$ cat src/hw/rtl/lsi_pkg.sv
// lsi_pkg: shared types and constants for the LMS system identification block.
// No dependencies.
`default_nettype none
package lsi_pkg;

  localparam int X_W   = 16;
  localparam int W_W   = 48;
  localparam int C_W   = 32;
  localparam int ACC_W = 64;
  localparam int MU_W  = 6;

  localparam logic [MU_W-1:0] MU_RESET = 6'd37;

  // register indexes of the configuration port
  localparam logic [0:0] REG_MU_SHIFT = 1'b0;

  // request kinds
  localparam logic REQ_SAMPLE = 1'b0;
  localparam logic REQ_LOAD   = 1'b1;

  typedef struct packed {
    logic shift_x;  // take x from the left neighbor (new sample enters)
    logic rot;      // take the whole tap from the right neighbor
  } cell_ctl_t;

endpackage
`default_nettype wire

$ cat src/hw/rtl/lsi_wupd.sv
// lsi_wupd: weight step: scales the registered product by 2^(16-mu) with limits
// and adds it to the weight with saturation. Depends on lsi_pkg.
`default_nettype none
module lsi_wupd (
  input  wire                                   en,
  input  wire  logic signed [lsi_pkg::W_W-1:0]   w_i,
  input  wire  logic signed [lsi_pkg::ACC_W-1:0] p_i,
  input  wire  logic [lsi_pkg::MU_W-1:0]         mu_i,
  output logic signed [lsi_pkg::W_W-1:0]        w_o
);

  localparam logic signed [63:0] DLIM = 64'sd1 <<< 48;
  localparam logic signed [50:0] WMAX = 51'sh7FFFFFFFFFFF;
  localparam logic signed [50:0] WMIN = -51'sh800000000000;

  logic [lsi_pkg::MU_W-1:0] k;
  logic [lsi_pkg::MU_W-1:0] rs;
  logic signed [63:0] sh;
  logic signed [63:0] lim;
  logic signed [63:0] dl;
  logic signed [50:0] sum;

  always_comb begin
    k   = 6'd16 - mu_i;
    rs  = mu_i - 6'd16;
    sh  = p_i >>> rs;
    lim = DLIM >>> k;
    if (mu_i >= 6'd16) begin
      if (sh > DLIM) dl = DLIM;
      else if (sh < -DLIM) dl = -DLIM;
      else dl = sh;
    end else begin
      if (p_i > lim) dl = DLIM;
      else if (p_i < -lim) dl = -DLIM;
      else dl = p_i <<< k;
    end
    sum = {{3{w_i[47]}}, w_i} + {dl[49], dl[49:0]};
    if (!en) w_o = w_i;
    else if (sum > WMAX) w_o = WMAX[47:0];
    else if (sum < WMIN) w_o = WMIN[47:0];
    else w_o = sum[47:0];
  end

endmodule
`default_nettype wire

$ cat config.mk
export PLATFORM = sky130hd
export DESIGN_NAME = lsi_wupd
export DESIGN_NICKNAME = d
export VERILOG_FILES = /design/src/hw/rtl/lsi_pkg.sv /design/src/hw/rtl/lsi_wupd.sv
export SDC_FILE = /design/constraint.sdc
export NUM_CORES = 1
export LEC_CHECK = 0
export BUFFER_PORTS_ARGS = -buffer_cell sky130_fd_sc_hd__buf_4
export CAP_MARGIN = 15
export CELL_PAD_IN_SITES_DETAIL_PLACEMENT = 0
export CELL_PAD_IN_SITES_GLOBAL_PLACEMENT = 1
export CORE_ASPECT_RATIO = 0.9
export CORE_MARGIN = 8
export CORE_UTILIZATION = 29
export DETAILED_ROUTE_END_ITERATION = 10
export GPL_TIMING_DRIVEN = 0
export PLACE_DENSITY_LB_ADDON = 0.1
export SLEW_MARGIN = 20
export SYNTH_ARGS = -nofsm -noshare
export SYNTH_HDL_FRONTEND = slang
export SYNTH_SLANG_ARGS = --single-unit
export TNS_END_PERCENT = 10
$ cat constraint.sdc
create_clock -name vclk -period 14.5
set_input_delay 1.45 -clock vclk [all_inputs]
set_output_delay 1.45 -clock vclk [all_outputs]
set_load 0.05 [all_outputs]
==> impl_metrics.toml, run 1 <==
[routing]
drc = 0
first_pass_iters = 7
ant_nets = 0
wire_per_inst_um = 33.8
wl_mm = 104
drt_iter0_drc = 2567
via_per_inst = 6.66
vias = 20400

[worst_setup_path]
critPathSlowestCell = "or4_1"
critPathMaxFanout = 19
slowest_delay_ns = 0.64
crit_arrival_ns = 12.84
crit_required_ns = 13.05
path_class = "in -> out"
end_kind = "primary output"
startpoint = "mu_i[4]"
worst_path_most_repeated_cell = "clkbuf_1"
start_kind = "input port"

[min_path]
whs_endpoint = "w_o[0]"
hp-class = "in -> out"
worstHoldPathCells = 3
hold_start = "w_i[0]"

[synth]
syn_area_um2 = 16200
synth_nets = 2430
synth_fa_ha_area_share_pct = 13.2
syn_area_per_cell_um2 = 7.57
synth_area_leaders = "mux4_2 17%, ha_1 13%, mux2i_1 6.7%"
yosysSeqAreaShare_pct = 0
synth-simple-area-share_pct = 19.6
muxShareOfSynthArea_pct = 27.7
synth_top_family_by_area = "compound AO/OA/AOI/OAI gates"
yosysTopAreaCell = "mux4_2"
synth_warnings = 0
synth_cells = 2141
yosysUniqueCellTypes = 88
synth_compound_area_share_pct = 30.1
netlist.area_leader.share_pct = 17.0
synth-xor-area-share_pct = 3.73

[sta]
layout_setup_ws_ns = 0.210
worst_slew_pin_slew_ns = 1.17
setup_viol = 0
relSlewSlack_pct = 21.7
setup_tns_ns = 0
fin_crit_sh_pct = 98.5
clock.fmax_mhz = 70.0
hold_viol = 0
fin_crit_ns = 14.29
drv_slew = 0

[place]
routabilityCongestion = 0.994
preCtsSetupSlack_ns = -4.42
hpwl_mm = 83.1
dp.cells = 3063
placed_area_um2 = 18400
io_buffers = 166

[power]
power_leakage_nw = 7.57
powerDensity_nw_per_um2 = 73.4
fin_total_pwr_mw = 1.39
ir_worst_vdd_v = 0.0000543

[flow_run]
max-cap-violations = 0

[layout]
stdcell_area_um2 = 18900
register_area_um2 = 0
nFlopsAndLatches = 0
antenna_cells = 0
clockBufferCount = 0
fin_cells = 3067
syn2layout_area_growth_pct = 16.8
drive_gt1_share_pct = 21.7
nNetsFinal = 2602

[global_route]
grt_pass1_wl_mm = 146
grt_max_degree = 31
overflow = 0
grt_pass1_vias = 19600
antenna_found_initial = 5
grt_usage_pct = 30.9

[floorplanning]
start_util_pct = 29.2
core_area_um2 = 55500
fp.dieArea_um2 = 63700
fp.dieH_um = 240
die_width_um = 265
rows = 82
boundaryPins = 167

[clock_tree]
holdBufCountCts = 0

[outcome]
status = "complete, no violations"
==> placed cells by master, fill, tap and decap left out, drive strengths merged, types with 48 or more instances in the layout <==
cell,count
nand2,254
buf,240
a21oi,180
nor2,171
ha,169
mux4,122
o21ai,110
mux2i,109
clkbuf,106
a21o,58
mux2,57
o22ai,53
nand3,49
a221o,48
==> repair_timing <==
item                                   CTS  global route
setup buffers                           10             5
pin swaps                                5             5
endpoints found under the hold margin    0             0
cloned                                   0             0
resized for setup                       76            46
setup endpoints to repair               48            47
==> synthesized netlist by cell type (9+ instances only) <==
library cell,count
nand2_1,254
a21oi_1,179
nor2_1,170
ha_1,169
mux4_2,122
mux2i_1,109
clkbuf_1,108
o21ai_0,107
a21o_1,58
mux2_2,56
o22ai_1,53
a221o_1,48
nand3_1,48
xnor2_1,45
nand4_1,37
inv_1,35
nor3_1,35
buf_2,30
a211oi_1,29
and2_1,26
buf_1,25
a22oi_1,24
o211ai_1,24
xor2_1,24
nor2b_1,22
a31oi_1,21
nand2b_1,21
a211o_1,16
and3_1,16
o21a_1,16
o21bai_1,14
o31ai_1,12
or2_2,11
buf_6,10
nor4_1,10
o22a_1,9
==> report_power, final <==
group / internal, mW / total (mW) / switching [mW] / leakage (nW)
clock: 0 / 0 / 0 / 0
sequential: 0 / 0 / 0 / 0
combinational: 0.476 / 1.39 / 0.914 / 7.57
total: 0.476 / 1.39 / 0.914 / 7.57
==> stage by stage <==
step	utilization [%]	hold WS, ns
6_report	34.1	3.31
5_1_grt	34.1	3.33
4_1_cts	33.8	3.32
3_5_place_dp	33.1	3.32
3_3_place_gp	33.1	3.32
2_1_floorplan	-	3.16
==> kinds of logic after synthesis <==
family / after synthesis
muxes: 288
xor gates and xnor gates: 69
and+or+nand+nor: 684
buffers and inverters: 216
AOI/OAI and AO/OA: 714
adders and majority gates: 170
==> worst max path at each step <==
| stage | endpoint | slack (ns) | depth (start not counted) |
|---|---|---|---|
| 3_3_place_gp | w_o[23] | -4.66 | 51 |
| 4_1_cts | w_o[45] | 0.009 | 51 |
| 2_1_floorplan | w_o[16] | 0.93 | 46 |
| 5_1_grt | w_o[17] | -0.06 | 48 |
| 6_report | w_o[17] | 0.21 | 35 |
| 3_5_place_dp | w_o[45] | -4.42 | 51 |
==> cell type report <==
type | count | area (µm²)
multi-input combinational | 1925 | 15600
inverter | 40 | 158
buffer | 165 | 826
tap | 756 | 946
timing repair buffer | 181 | 1370
fill | 6047 | 36600
==> critical path, delay by kind of cell <==
kind            cells  cell delay (ns)
simple gates        6             2.41
fa+ha+maj           2             0.66
xor+xnor            1             0.17
buf+inv            15             5.55
compound gates     11             2.54
==> metal layers <==
metal / vias up / global-route usage, % / wire, µm
li1: 8756 / - / -
met1: 10200 / 44.4 / 45800
met2: 1284 / 44.7 / 42300
met3: 198 / 8.80 / 12100
met4: 8 / 7.93 / 3390
met5: - / 0.309 / 57
Power figures use the tool's default switching activity.
==> run 2: changes to the inputs <==
--- a/config.mk
+++ b/config.mk
@@ -15,6 +15,7 @@
 export DETAILED_ROUTE_END_ITERATION = 10
 export GPL_TIMING_DRIVEN = 0
 export PLACE_DENSITY_LB_ADDON = 0.1
+export REMOVE_ABC_BUFFERS = 1
 export SLEW_MARGIN = 20
 export SYNTH_ARGS = -nofsm -noshare
 export SYNTH_HDL_FRONTEND = slang
==> run 2 against run 1 <==
- setup slack improved by 0.26 ns
- final cell count fell by 4.5%
- non-clock buffer count fell by 139
- die area did not move
- wire length fell by 17%
- hold slack got worse by 0.0018 ns
==> impl_metrics.toml, run 2 (synthesis results as in run 1) <==
[worst_setup_path]
critPathBufInv = 8
crit_required_ns = 13.05
slowest_delay_ns = 0.52
critPathSlowestCell = "a211o_2"
critPathTopFamily = "compound AO/OA/AOI/OAI gates"
end_kind = "primary output"
start_kind = "input port"
path_class = "in -> out"
crit_arrival_ns = 12.58
critPathMaxFanout = 46

[floorplanning]
fp.dieArea_um2 = 63700
die_width_um = 265
start_util_pct = 29.2
boundaryPins = 167
rows = 82
core_area_um2 = 55500
fp.dieH_um = 240

[sta]
drv_slew = 0
rsz0062_at_grt = "no"
fin_crit_sh_pct = 96.8
setup_viol = 0
fin_crit_ns = 14.03
relSlewSlack_pct = 21.3
worst_slew_pin_slew_ns = 1.18
hold_viol = 0
clock.fmax_mhz = 71.3

[flow_run]
max-cap-violations = 0

[layout]
register_area_um2 = 0
mostFrequentLayoutCell = "nand2_1"
nFlopsAndLatches = 0
clockBufferCount = 0
nNetsFinal = 2463
drive_gt1_share_pct = 21.5
final_util_pct = 33.4
syn2layout_area_growth_pct = 14.5
final_cell_mix = "253 x nand2_1, 177 x a21oi_1, 176 x buf_4"

[routing]
wl_met1_mm = 39.4
dr_wl_met3_mm = 8.39
vias = 18900
first_pass_iters = 9
wl_mm = 85.8
drt_iter0_drc = 2187
drc = 0
wire_per_inst_um = 29.3
ant_nets = 0
via_per_inst = 6.46
wl_met2_mm = 36.8
highest-signal-layer = "met5"

[place]
io_buffers = 167
hpwl_mm = 66.5
routabilityCongestion = 0.947

[global_route]
grt_max_degree = 75
grt_usage_pct = 25.3
grt_pass1_vias = 18100
antenna_found_initial = 3
overflow = 0
grt_pass1_wl_mm = 124

[min_path]
hp-class = "in -> out"

[outcome]
status = "complete, no violations"

[clock_tree]
holdBufCountCts = 0
==> run 2: worst paths after layout <==
kind / from / endpoint / slack (ns) / cells past startpoint
setup / recovery: mu_i[0] / w_o[10] / 0.47 / 44
hold / removal: w_i[15] / w_o[15] / 3.31 / 3
==> run 2: area by class of cell <==
cell class,count,area (µm²)
Inverter,40,185
Timing Repair Buffer,207,1830
Multi-Input combinational cell,1925,15600
Antenna cell,2,5.00
Fill cell,5921,36900
Tap cell,756,946
==> run 2: metrics by stage <==
stage | cells | hold WS, ns | cell area, µm² | setup WS [ns] | setup TNS [ns]
after floorplan | 1965 | 3.16 | 15400 | 0.0854 | 0
after detailed placement | 2917 | 3.31 | 18200 | -3.17 | -147.77
after global routing | 2928 | 3.32 | 18600 | 0.0468 | 0
final | 2930 | 3.31 | 18600 | 0.468 | 0
after global placement | 2888 | 3.31 | 17600 | -7.96 | -376.75
after CTS | 2924 | 3.31 | 18300 | 0.0342 | 0
==> run 2: per-layer routing <==
metal,global-route usage (%),up-vias
met3,5.03,72
met1,37.0,9380
met2,38.7,990
met4,3.36,4
met5,0,-
li1,-,8476
==> run 2: timing repair <==
item	4_1_cts	5_1_grt
buffers inserted	7	2
pin swaps	1	1
endpoints found under the setup margin	48	47
gates cloned	0	2
gates resized for setup	27	28
