## config.mk

```make
export PLATFORM = sky130hd
export DESIGN_NAME = lsi_cell
export DESIGN_NICKNAME = d
export VERILOG_FILES = /design/src/hw/rtl/lsi_pkg.sv /design/src/hw/rtl/lsi_cell.sv
export SDC_FILE = /design/constraint.sdc
export NUM_CORES = 1
export LEC_CHECK = 0
export ABC_AREA = 1
export BUFFER_PORTS_ARGS = -buffer_cell sky130_fd_sc_hd__clkbuf_2
export CAP_MARGIN = 15
export CORE_MARGIN = 8
export CORE_UTILIZATION = 35
export CTS_BUF_LIST = sky130_fd_sc_hd__clkbuf_16
export DETAILED_ROUTE_END_ITERATION = 12
export PLACE_DENSITY_LB_ADDON = 0.12
export SYNTH_ARGS = -nofsm -noshare
export SYNTH_HDL_FRONTEND = slang
export SYNTH_SLANG_ARGS = --single-unit
```

## constraint.sdc

```tcl
create_clock -name clk -period 1.4 [get_ports clk]
set_clock_uncertainty 0.2 [all_clocks]
set_input_delay 0.14 -clock clk [delete_from_list [all_inputs] [get_ports clk]]
set_output_delay 0.14 -clock clk [all_outputs]
set_load 0.01 [all_outputs]
```

## src/hw/rtl/lsi_pkg.sv

```systemverilog
// lsi_pkg: shared types and constants for the LMS system identification block.
// No dependencies.
`default_nettype none
package lsi_pkg;

  localparam int X_W   = 16;
  localparam int W_W   = 48;
  localparam int C_W   = 32;
  localparam int ACC_W = 64;
  localparam int MU_W  = 6;

  localparam logic [MU_W-1:0] MU_RESET = 6'd37;

  // register indexes of the configuration port
  localparam logic [0:0] REG_MU_SHIFT = 1'b0;

  // request kinds
  localparam logic REQ_SAMPLE = 1'b0;
  localparam logic REQ_LOAD   = 1'b1;

  typedef struct packed {
    logic shift_x;  // take x from the left neighbor (new sample enters)
    logic rot;      // take the whole tap from the right neighbor
  } cell_ctl_t;

endpackage
`default_nettype wire

```

## src/hw/rtl/lsi_cell.sv

```systemverilog
// lsi_cell: one tap of the ring: sample, adaptive weight and reference coefficient.
// Depends on lsi_pkg.
`default_nettype none
module lsi_cell (
  input  wire                                 clk,
  input  wire                                 rst_n,
  input  wire  lsi_pkg::cell_ctl_t            ctl,
  input  wire                                 load_c,
  input  wire  logic signed [lsi_pkg::C_W-1:0] c_load,
  input  wire  logic signed [lsi_pkg::X_W-1:0] x_left,
  input  wire  logic signed [lsi_pkg::X_W-1:0] rot_x,
  input  wire  logic signed [lsi_pkg::W_W-1:0] rot_w,
  input  wire  logic signed [lsi_pkg::C_W-1:0] rot_c,
  output logic signed [lsi_pkg::X_W-1:0]      x_o,
  output logic signed [lsi_pkg::W_W-1:0]      w_o,
  output logic signed [lsi_pkg::C_W-1:0]      c_o
);

  logic signed [lsi_pkg::X_W-1:0] x_r;
  logic signed [lsi_pkg::W_W-1:0] w_r;
  logic signed [lsi_pkg::C_W-1:0] c_r;

  always_ff @(posedge clk) begin
    if (!rst_n) begin
      x_r <= '0;
      w_r <= '0;
    end else if (ctl.rot) begin
      x_r <= rot_x;
      w_r <= rot_w;
    end else if (ctl.shift_x) begin
      x_r <= x_left;
    end
  end

  // coefficients have no reset; read only after being loaded
  always_ff @(posedge clk) begin
    if (ctl.rot) begin
      c_r <= rot_c;
    end else if (load_c) begin
      c_r <= c_load;
    end
  end

  assign x_o = x_r;
  assign w_o = w_r;
  assign c_o = c_r;

endmodule
`default_nettype wire

```

==> impl_metrics.sql, run 1 <==
INSERT INTO impl_metrics (metric_group, metric, value, unit) VALUES
('run_status', 'outcome', 'complete, no violations', ''),
('floorplan', 'design.portCount', '245', ''),
('global_routing', 'grt.overflow.total', '0', ''),
('worst_setup_path', 'critical-path-max-stage-delay', '0.52', 'ns'),
('sta', 'layout_worst_path_cycle_share', '91.53', '%'),
('logic_synthesis', 'yosys_warnings', '0', ''),
('clocking', 'cts-buffers-inserted', '9', ''),
('global_routing', 'first_global_vias', '4778', ''),
('cells_and_area', 'final_common_cell', 'sky130_fd_sc_hd__clkbuf_2', ''),
('min_path', 'hold_path_class', 'primary input to flop', ''),
('clocking', 'cts_tree', 'built', ''),
('power_and_ir_drop', 'power_density', '1018', 'mW/mm²'),
('worst_setup_path', 'worst_setup_path_end_kind', 'flop', ''),
('floorplan', 'placementRows', '38', ''),
('placement', 'post-dp-hpwl', '9360', 'µm'),
('floorplan', 'die_height', '120.7', 'µm'),
('flow_run', 'drv_cap', '0', ''),
('clocking', 'root_buffer_selected_by_cts', 'sky130_fd_sc_hd__clkbuf_16', ''),
('routing', 'remaining_drc_errors', '0', ''),
('routing', 'dr_total_vias', '4524', ''),
('global_routing', 'globalRouteMet2Util', '33.28', '%'),
('clocking', 'clk_pin_slew_worst_paths', '0.06', 'ns'),
('global_routing', 'global_route.usage.met3', '6.340', '%'),
('worst_setup_path', 'worst-setup-path-type', 'primary input to flop', ''),
('clocking', 'post_cts.repair.setup_buffers', '0', ''),
('placement', 'gp_congestion', '0.7830', ''),
('global_routing', 'grt_util_all_layers', '19.85', '%'),
('power_and_ir_drop', 'leakagePower', '3.582', 'nW'),
('clocking', 'h_tree_level_count', '3', ''),
('routing', 'vias_per_cell', '4.556', ''),
('sta', 'finalHoldViolations', '0', ''),
('sta', 'report.final.setup_viol', '0', ''),
('global_routing', 'grt_pass1_wl', '23290', 'µm'),
('cells_and_area', 'final_nets', '994', ''),
('sta', 'slew-limit-headroom', '69.89', '%'),
('logic_synthesis', 'synthCells', '466', ''),
('global_routing', 'grt_start_max_net_pins', '70', ''),
('floorplan', 'initial_core_utilization', '35.69', '%'),
('cells_and_area', 'fill_cells', '844', ''),
('cells_and_area', 'final_cell_mix', 'sky130_fd_sc_hd__clkbuf_2 (242), sky130_fd_sc_hd__dlygate4sd3_1 (145), sky130_fd_sc_hd__nand2_1 (144)', ''),
('cells_and_area', 'area_growth_syn_to_layout', '80.62', '%'),
('power_and_ir_drop', 'irDropWorstVdd', '0.0006591', 'V'),
('sta', 'setup_total_negative_slack', '0', 'ns'),
('worst_setup_path', 'reg2reg_setup_slack', '0.49', 'ns'),
('clocking', 'cts_num_sinks', '96', ''),
('routing', 'postRouteAntennaNets', '0', ''),
('worst_setup_path', 'crit_path_cell_trace', 'dlygate4sd3_1 > clkbuf_4 > buf_12 > o21ai_0 > nor2_1', ''),
('logic_synthesis', 'combined_area_of_all_synthesized_cells', '0.003835', 'mm²'),
('sta', 'timing.final.max_slew_violations', '0', ''),
('sta', 'worst_slew_pin_slew', '0.4516', 'ns'),
('floorplan', 'chipWidth', '120.7', 'µm'),
('worst_setup_path', 'critical_path_peak_fanout', '41', ''),
('worst_setup_path', 'kind_of_start_point_of_the_critical_path', 'primary input', ''),
('routing', 'dr.pass1.iters', '4', ''),
('floorplan', 'die-area', '0.01456', 'mm²'),
('cells_and_area', 'drive_gt1_share', '32.00', '%'),
('worst_setup_path', 'critPathArrivalTime', '1.34', 'ns'),
('global_routing', 'grt_antenna_before_repair', '2', ''),
('clocking', 'cts.path.max_buffers', '2', ''),
('clocking', 'clock_latency', '0.33', 'ns'),
('sta', 'grt_setup_unrepaired', 'no', ''),
('floorplan', 'coreArea', '0.01075', 'mm²'),
('worst_setup_path', 'timing.critical_path.slowest_stage_cell', 'sky130_fd_sc_hd__dlygate4sd3_1', ''),
('logic_synthesis', 'synth-seq-cells', '96', ''),
('logic_synthesis', 'synthesis.area_per_instance', '8.229', 'µm²'),
('logic_synthesis', 'yosysUniqueCellTypes', '16', ''),
('logic_synthesis', 'synth.yosys.seq_area_share', '58.47', '%'),
('placement', 'place_worst_setup_slack', '0.02256', 'ns'),
('sta', 'timing_limited_maximum_frequency', '780.4', 'MHz'),
('global_routing', 'grt_use_met1', '21.72', '%'),
('worst_setup_path', 'timing.critical_path.required', '1.46', 'ns'),
('global_routing', 'top_usage_layer', 'met2', ''),
('sta', 'final_critical_path_setup_slack', '0.1186', 'ns'),
('routing', 'routedWlPerCell', '14.83', 'µm'),
('routing', 'routed_wirelength', '14730', 'µm'),
('sta', 'finalHoldWorstSlack', '0.2009', 'ns'),
('sta', 'period_minus_slack', '1.281', 'ns'),
('placement', 'placement.io_buffers', '244', ''),
('logic_synthesis', 'synth.net_count', '615', ''),
('routing', 'drtIter0Drc', '155', '');
[report_power, final]
part	leakage, nW	internal (W)	switching, W
Sequential	0.861	0.00312	0.0000921
Combinational	2.57	0.000708	0.000652
Clock	0.155	0.00148	0.000994
[routing by layer]
metal / part of all wire, % / vias up
met2: 48 / 234
met5: 0 / -
met3: 8.9 / 47
met4: 4.3 / 0
li1: - / 2230
met1: 39 / 2013
[synthesized netlist by cell type (all sizes together)]
master / n / share of area [%]
edfxtp: 32 / 25
buf: 23 / 4.3
dfxtp: 64 / 33
clkbuf: 8 / 0.91
or2: 1 / 0.16
o21ai: 48 / 6.3
nand3: 32 / 4.2
nor2: 97 / 9.9
nand2: 144 / 14
inv: 17 / 1.7
[repair_timing]
action                                  in CTS  in global routing
hold buffers                               145                  0
hold endpoints to repair                    96                  0
gates resized for setup                      0                  2
endpoints found under the setup margin       0                  7
[final timing paths]
path	startpoint	endpoint	cells past startpoint
setup / recovery	rst_n	w_o[32]	5
hold / removal	ctl[0]	x_o[11]	6
setup reg to reg	w_o[43]	w_o[43]	2
hold reg to reg	w_o[21]	w_o[21]	2
[cells by family (layout without fill, tap and decap cells)]
kind of cell,after synthesis,count (layout),synth area share (%)
flip-flops,96,96,58.47
AO/OA/AOI/OAI,48,48,6.264
AND/OR/NAND/NOR,274,274,28.35
buffers and inverters,48,432,6.917
other,0,3,0
[layout make-up]
cell class	count	area, µm²	share of cell area [%]
inverter	17	66.31	0.9574
timing repair buffer	399	2800	40.43
clock buffer	10	250.2	3.613
antenna	3	7.507	0.1084
sequential	96	2242	32.37
tap	140	175.2	2.529
multi-input combinational	322	1330	19.20
clock inverter	6	55.05	0.7948
[worst max-delay path: cells and delay by family]
kind,cells,cell delay (ns)
buffers and inverters,3,0.93
and+or+nand+nor,1,0.13
AOI/OAI and AO/OA,1,0.13
[sequential cells by signal, indices dropped and copies added (netlist names)]
register  count
w_o          48
c_o          32
x_o          16
[through the flow]
stage / std cells / instance area (µm²) / utilization [%] / total power (W)
final: 993 / 6927 / 64.46 / 0.007049
after global routing: 992 / 6924 / 64.44 / 0.007393
after CTS: 990 / 6917 / 64.37 / 0.007112
after detailed placement: 829 / 5160 / 48.02 / 0.004303
after global placement: 829 / 5160 / 48.02 / 0.004287
after floorplan: 466 / 3837 / - / 0.003755
(Power assumes the default switching activity.)
==> run 2, diff against run 1 <==
Clock period 1.4 ns to 1.1 ns, I/O delays scaled along.
==> run 2 against run 1 <==
  * Critical path type is now flop to output pin
  * Critical path depth down 4
  * Cell count is 0.81% higher
  * Cell area grew 9.4%
  * The run now ends with negative setup slack left
  * Sequential cell count stayed put
  * Combinational power is 49% higher
==> impl_metrics.sql, run 2 (same netlist as run 1, synthesis figures left out) <==
INSERT INTO impl_metrics (metric_group, metric, value, unit) VALUES
('floorplan', 'coreArea', '0.01075', 'mm²'),
('placement', 'placed_area', '0.005263', 'mm²'),
('placement', 'gp_congestion', '0.8041', ''),
('worst_setup_path', 'timing.critical_path.slowest_stage_cell', 'sky130_fd_sc_hd__edfxtp_1', ''),
('clocking', 'h_tree_level_count', '3', ''),
('routing', 'routed_wirelength', '15910', 'µm'),
('sta', 'finalHoldViolations', '0', ''),
('cells_and_area', 'drive_gt1_share', '40.28', '%'),
('floorplan', 'placementRows', '38', ''),
('cells_and_area', 'largest_reg_flops', '48', ''),
('routing', 'drtIter0Drc', '243', ''),
('run_status', 'violations', 'negative setup slack', ''),
('sta', 'finalHoldWorstSlack', '0.01235', 'ns'),
('clocking', 'root_buffer_selected_by_cts', 'sky130_fd_sc_hd__clkbuf_16', ''),
('cells_and_area', 'fill_cells', '738', ''),
('worst_setup_path', 'kind_of_start_point_of_the_critical_path', 'flop', ''),
('sta', 'slew-limit-headroom', '70.73', '%'),
('sta', 'final_critical_path_setup_slack', '-0.09034', 'ns'),
('sta', 'period_minus_slack', '1.190', 'ns'),
('global_routing', 'grt_pass1_wl', '24520', 'µm'),
('placement', 'placement.io_buffers', '244', ''),
('floorplan', 'design.portCount', '245', ''),
('cells_and_area', 'area_growth_syn_to_layout', '97.55', '%'),
('clocking', 'cts.path.max_buffers', '2', ''),
('floorplan', 'chipWidth', '120.7', 'µm'),
('worst_setup_path', 'timing.critical_path.required', '0.79', 'ns'),
('sta', 'worst_slew_pin_slew', '0.4390', 'ns'),
('sta', 'grt_setup_unrepaired', 'yes', ''),
('routing', 'routedWlPerCell', '15.89', 'µm'),
('worst_setup_path', 'critical-path-max-stage-delay', '0.40', 'ns'),
('cells_and_area', 'final_common_cell', 'sky130_fd_sc_hd__clkbuf_2', ''),
('worst_setup_path', 'critical_path_peak_fanout', '1', ''),
('min_path', 'hold_path_class', 'primary input to flop', ''),
('floorplan', 'die_height', '120.7', 'µm'),
('routing', 'postRouteAntennaNets', '0', ''),
('worst_setup_path', 'crit_path_cell_trace', 'clkbuf_2', ''),
('routing', 'dr_total_vias', '4670', ''),
('run_status', 'outcome', 'finished with violations', ''),
('cells_and_area', 'final_nets', '1003', ''),
('power_and_ir_drop', 'irDropWorstVdd', '0.0006638', 'V'),
('sta', 'timing.final.max_slew_violations', '0', ''),
('global_routing', 'first_global_vias', '4945', ''),
('clocking', 'clock_latency', '0.33', 'ns'),
('placement', 'place_worst_setup_slack', '-0.1552', 'ns'),
('cells_and_area', 'final_cell_mix', 'sky130_fd_sc_hd__clkbuf_2 (178), sky130_fd_sc_hd__dlygate4sd3_1 (145), sky130_fd_sc_hd__nand2_1 (144)', ''),
('routing', 'remaining_drc_errors', '0', ''),
('worst_setup_path', 'critPathArrivalTime', '0.88', 'ns'),
('worst_setup_path', 'top_cell_family_by_delay_on_the_critical_path', 'flip-flops', ''),
('global_routing', 'grt.overflow.total', '0', ''),
('floorplan', 'initial_core_utilization', '35.69', '%'),
('routing', 'dr.pass1.iters', '5', ''),
('routing', 'vias_per_cell', '4.665', ''),
('clocking', 'cts_num_sinks', '96', ''),
('flow_run', 'drv_cap', '0', ''),
('worst_setup_path', 'worst_path_buf_inv', '1', ''),
('power_and_ir_drop', 'power_density', '1214', 'mW/mm²'),
('clocking', 'cts-buffers-inserted', '9', ''),
('placement', 'post-dp-hpwl', '9858', 'µm'),
('worst_setup_path', 'worst_setup_path_end_kind', 'output pin', ''),
('cells_and_area', 'layout.cell_area.non_filler', '0.007576', 'mm²'),
('clocking', 'clk_pin_slew_worst_paths', '0.07', 'ns'),
('sta', 'report.final.setup_viol', '33', ''),
('worst_setup_path', 'worst-setup-path-type', 'flop to output pin', ''),
('sta', 'timing_limited_maximum_frequency', '840.1', 'MHz'),
('floorplan', 'die-area', '0.01456', 'mm²'),
('global_routing', 'grt_start_max_net_pins', '48', ''),
('clocking', 'cts_tree', 'built', ''),
('power_and_ir_drop', 'leakagePower', '3.778', 'nW'),
('global_routing', 'grt_antenna_before_repair', '1', ''),
('global_routing', 'grt_util_all_layers', '21.01', '%'),
('sta', 'layout_worst_path_cycle_share', '108.2', '%');
==> run 2: power breakdown <==
group,internal [W],switching (W),total [W],leakage (nW)
clock,0.00167,0.00133,0.00300,0.140
combinational,0.00115,0.000870,0.00202,2.76
sequential,0.00401,0.000163,0.00417,0.880
total,0.00684,0.00236,0.00920,3.78
==> run 2: final timing paths <==
| path | end | slack (ns) | startpoint | cells after the start |
|---|---|---|---|---|
| setup / recovery | c_o[8] | -0.09 | c_o[8] | 1 |
| hold / removal | w_o[28] | 0.01 | rst_n | 4 |
| setup reg to reg | w_o[2] | 0.06 | w_o[2] | 3 |
| hold reg to reg | w_o[24] | 0.31 | w_o[24] | 2 |
==> run 2: tightest hold or removal path: cells and delay by family <==
| kind | cells | cell delay (ns) |
|---|---|---|
| buf+inv | 2 | 0.29 |
| simple gates | 1 | 0.04 |
| compound gates | 1 | 0.07 |
==> run 2: cell type report <==
cell class,count,area [µm²],area share (%)
flip-flops and latches,96,2322,30.65
diodes,2,5.005,0.06606
clock inverters,6,41.29,0.5450
well taps,140,175.2,2.312
repair buffers,408,3386,44.69
multi-input cells,322,1330,17.56
clock buffers,10,250.2,3.303
inverters,17,66.31,0.8753
==> run 2: through the flow <==
| stage | std cells | power, W | TNS [ns] | utilization, % |
|---|---|---|---|---|
| 6_report | 1001 | 0.009196 | -1.626 | 70.51 |
| 5_1_grt | 1000 | 0.009627 | -3.812 | 70.48 |
| 4_1_cts | 998 | 0.009050 | -2.793 | 67.40 |
| 3_5_place_dp | 836 | 0.005524 | -12.08 | 48.98 |
| 3_3_place_gp | 836 | 0.005497 | -10.20 | 48.98 |
| 2_1_floorplan | 466 | 0.004787 | -3.014 | - |
==> run 2: per-layer routing <==
metal	GRT usage, %	wire length [µm]	vias up
li1	-	-	2252
met1	22.46	5916	2132
met2	35.88	7822	244
met3	7.599	1628	42
met4	10.77	539	0
met5	0	0	-
==> run 2: timing repair <==
action                     4_1_cts  5_1_grt
hold buffers                   145        0
resized for setup               82      118
buffers inserted                 1        1
setup endpoints to repair       96       96
hold endpoints to repair        96        0
==> run 3, diff against run 2 <==
Settings changed: BUFFER_PORTS_ARGS -buffer_cell sky130_fd_sc_hd__clkbuf_2 to -buffer_cell sky130_fd_sc_hd__buf_2.
==> run 3 against run 2 <==
  * The flow still finishes with violations (negative setup slack)
  * Non-clock buffer count shrank 7
  * Setup slack gained 0.016 ns
  * Total power shrank 3.8%
  * Cell count shrank 0.70%
  * Clock power shrank 8.3%
  * Largest power group unchanged
  * Critical path depth is the same
  * Cell area shrank 2.4%
==> impl_metrics.sql, run 3 (same netlist as run 1, synthesis figures left out) <==
INSERT INTO impl_metrics (metric_group, metric, value, unit) VALUES
('run_status', 'outcome', 'finished with violations', ''),
('run_status', 'violations', 'negative setup slack', ''),
('worst_setup_path', 'worst_setup_path_end_kind', 'output pin', ''),
('cells_and_area', 'seq_area', '0.002322', 'mm²'),
('routing', 'routed_wirelength', '15510', 'µm'),
('power_and_ir_drop', 'power_density', '1196', 'mW/mm²'),
('power_and_ir_drop', 'switching_share', '25.34', '%'),
('power_and_ir_drop', 'power_frac_clock', '31.1', '%'),
('floorplan', 'design.portCount', '245', ''),
('worst_setup_path', 'reg2reg_setup_slack', '0.18', 'ns'),
('cells_and_area', 'fill_cells', '782', ''),
('sta', 'layout_worst_path_cycle_share', '106.7', '%'),
('clocking', 'clk_pin_slew_worst_paths', '0.07', 'ns'),
('cells_and_area', 'final_cell_mix', 'sky130_fd_sc_hd__buf_2 (180), sky130_fd_sc_hd__dlygate4sd3_1 (145), sky130_fd_sc_hd__nand2_1 (144)', ''),
('placement', 'placement.io_buffers', '244', ''),
('sta', 'grt_setup_unrepaired', 'yes', ''),
('worst_setup_path', 'worst-setup-path-type', 'flop to output pin', ''),
('cells_and_area', 'drive_gt1_share', '39.55', '%'),
('worst_setup_path', 'timing.critical_path.slowest_stage_cell', 'sky130_fd_sc_hd__edfxtp_1', ''),
('routing', 'vias_per_cell', '4.647', ''),
('sta', 'timing_limited_maximum_frequency', '851.8', 'MHz'),
('global_routing', 'first_global_vias', '4849', ''),
('global_routing', 'grt_pass1_wl', '23970', 'µm'),
('worst_setup_path', 'critical-path-max-stage-delay', '0.37', 'ns'),
('worst_setup_path', 'kind_of_start_point_of_the_critical_path', 'flop', ''),
('min_path', 'hold_path_depth', '4', ''),
('routing', 'postRouteAntennaNets', '0', ''),
('worst_setup_path', 'top_cell_family_by_delay_on_the_critical_path', 'flip-flops', ''),
('power_and_ir_drop', 'share_seq_of_total_power', '47.0', '%'),
('clocking', 'post_cts.repair.setup_buffers', '0', ''),
('clocking', 'cts-buffers-inserted', '9', ''),
('global_routing', 'grt_util_all_layers', '20.56', '%'),
('floorplan', 'die-area', '0.01456', 'mm²'),
('worst_setup_path', 'r2r-start', 'w_o[23]', ''),
('routing', 'routedWlPerCell', '15.60', 'µm'),
('clocking', 'root_buffer_selected_by_cts', 'sky130_fd_sc_hd__clkbuf_16', ''),
('power_and_ir_drop', 'total_switching_power', '0.002241', 'W'),
('power_and_ir_drop', 'p_total', '0.008843', 'W'),
('worst_setup_path', 'worst-r2r-cell-count', '2', ''),
('routing', 'dr.pass1.iters', '4', ''),
('cells_and_area', 'final_core_area_utilization', '68.81', '%'),
('clocking', 'cts_tree', 'built', ''),
('cells_and_area', 'area_growth_syn_to_layout', '92.79', '%'),
('cells_and_area', 'largest_reg_flops', '48', ''),
('routing', 'drtIter0Drc', '144', ''),
('floorplan', 'placementRows', '38', ''),
('clocking', 'clock_latency', '0.34', 'ns'),
('min_path', 'hold_end', 'w_o[16]', ''),
('clocking', 'cts_num_sinks', '96', ''),
('power_and_ir_drop', 'leakagePower', '3.677', 'nW'),
('worst_setup_path', 'r2r_end', 'w_o[23]', ''),
('cells_and_area', 'multiInputGateArea', '0.001330', 'mm²'),
('global_routing', 'grt_start_max_net_pins', '54', ''),
('sta', 'finalHoldViolations', '0', ''),
('floorplan', 'coreArea', '0.01075', 'mm²'),
('routing', 'remaining_drc_errors', '0', ''),
('worst_setup_path', 'critical_path_peak_fanout', '1', ''),
('sta', 'period_minus_slack', '1.174', 'ns'),
('sta', 'final_critical_path_setup_slack', '-0.07392', 'ns'),
('sta', 'worst_slew_pin_slew', '0.4687', 'ns'),
('worst_setup_path', 'crit_path_cell_trace', 'buf_2', ''),
('global_routing', 'grt_antenna_before_repair', '2', ''),
('floorplan', 'chipWidth', '120.7', 'µm'),
('flow_run', 'drv_cap', '0', ''),
('sta', 'slew-limit-headroom', '68.75', '%'),
('routing', 'dr_total_vias', '4619', ''),
('global_routing', 'grt.overflow.total', '0', ''),
('power_and_ir_drop', 'internal_cell_power', '0.006602', 'W'),
('sta', 'report.final.setup_viol', '33', ''),
('placement', 'gp_congestion', '0.7884', ''),
('min_path', 'min_from', 'rst_n', ''),
('cells_and_area', 'final_nets', '996', ''),
('power_and_ir_drop', 'irDropWorstVdd', '0.0007031', 'V'),
('clocking', 'cts.path.max_buffers', '2', ''),
('sta', 'timing.final.max_slew_violations', '0', ''),
('min_path', 'hold_path_class', 'primary input to flop', ''),
('floorplan', 'initial_core_utilization', '35.69', '%'),
('power_and_ir_drop', 'power.share.combinational', '21.8', '%'),
('worst_setup_path', 'worst_path_buf_inv', '1', ''),
('placement', 'post-dp-hpwl', '9517', 'µm'),
('worst_setup_path', 'critPathArrivalTime', '0.86', 'ns'),
('floorplan', 'die_height', '120.7', 'µm'),
('clocking', 'h_tree_level_count', '3', ''),
('cells_and_area', 'final_common_cell', 'sky130_fd_sc_hd__buf_2', ''),
('worst_setup_path', 'timing.critical_path.required', '0.79', 'ns');
## run 3: area by class of cell
cell class,count,share of cell area (%)
Antenna cell,2,0.06769
Inverter,17,0.8969
Tap cell,140,2.369
Clock inverter,7,0.4231
Sequential cell,96,31.41
Clock buffer,9,3.046
Timing Repair Buffer,401,43.80
Multi-Input combinational cell,322,17.99
## run 3: power by group through the flow
stage	clock network [W]	registers (W)	logic [W]
2_1_floorplan	0	0.00431	0.000477
3_3_place_gp	0	0.00414	0.00131
3_5_place_dp	0	0.00416	0.00133
4_1_cts	0.00283	0.00415	0.00191
5_1_grt	0.00296	0.00419	0.00210
6_report	0.00275	0.00416	0.00193
## run 3: timing repair
item                       4_1_cts  5_1_grt
resized for setup              127        2
hold endpoints to repair        96        0
setup endpoints to repair       96       91
pin swaps                        0        0
gates cloned                     0        0
hold buffers                   145        0
## run 3: worst max path at each step
stage | depth (start not counted) | slack [ns] | start | to
after floorplan | 3 | -0.09 | ctl[0] | c_o[0]
after global placement | 5 | -0.12 | ctl[0] | c_o[15]
after detailed placement | 4 | -0.14 | ctl[0] | w_o[10]
after CTS | 1 | -0.09 | c_o[22] | c_o[22]
after global routing | 1 | -0.11 | c_o[22] | c_o[22]
final | 1 | -0.07 | c_o[11] | c_o[11]
## run 3: routing by layer
| layer | vias to the layer above | global-route usage (%) | part of all wire, % |
|---|---|---|---|
| met2 | 241 | 34.49 | 49 |
| li1 | 2236 | - | - |
| met1 | 2093 | 21.27 | 35 |
| met4 | 0 | 12.26 | 4.2 |
| met5 | - | 0 | 0 |
| met3 | 49 | 8.438 | 12 |
## run 3: metrics by stage
| step | setup slack [ns] | cell area (µm²) | std cells | hold slack, ns | setup TNS, ns |
|---|---|---|---|---|---|
| floorplan | -0.09418 | 3856 | 466 | 0.04491 | -3.014 |
| global placement | -0.1200 | 5200 | 831 | 0.1318 | -9.927 |
| detailed placement | -0.1437 | 5200 | 831 | 0.1384 | -14.26 |
| CTS | -0.08602 | 7381 | 992 | 0.009851 | -2.150 |
| global route | -0.1148 | 7393 | 994 | 0.02191 | -3.435 |
| finish | -0.07392 | 7393 | 994 | 0.01775 | -1.751 |
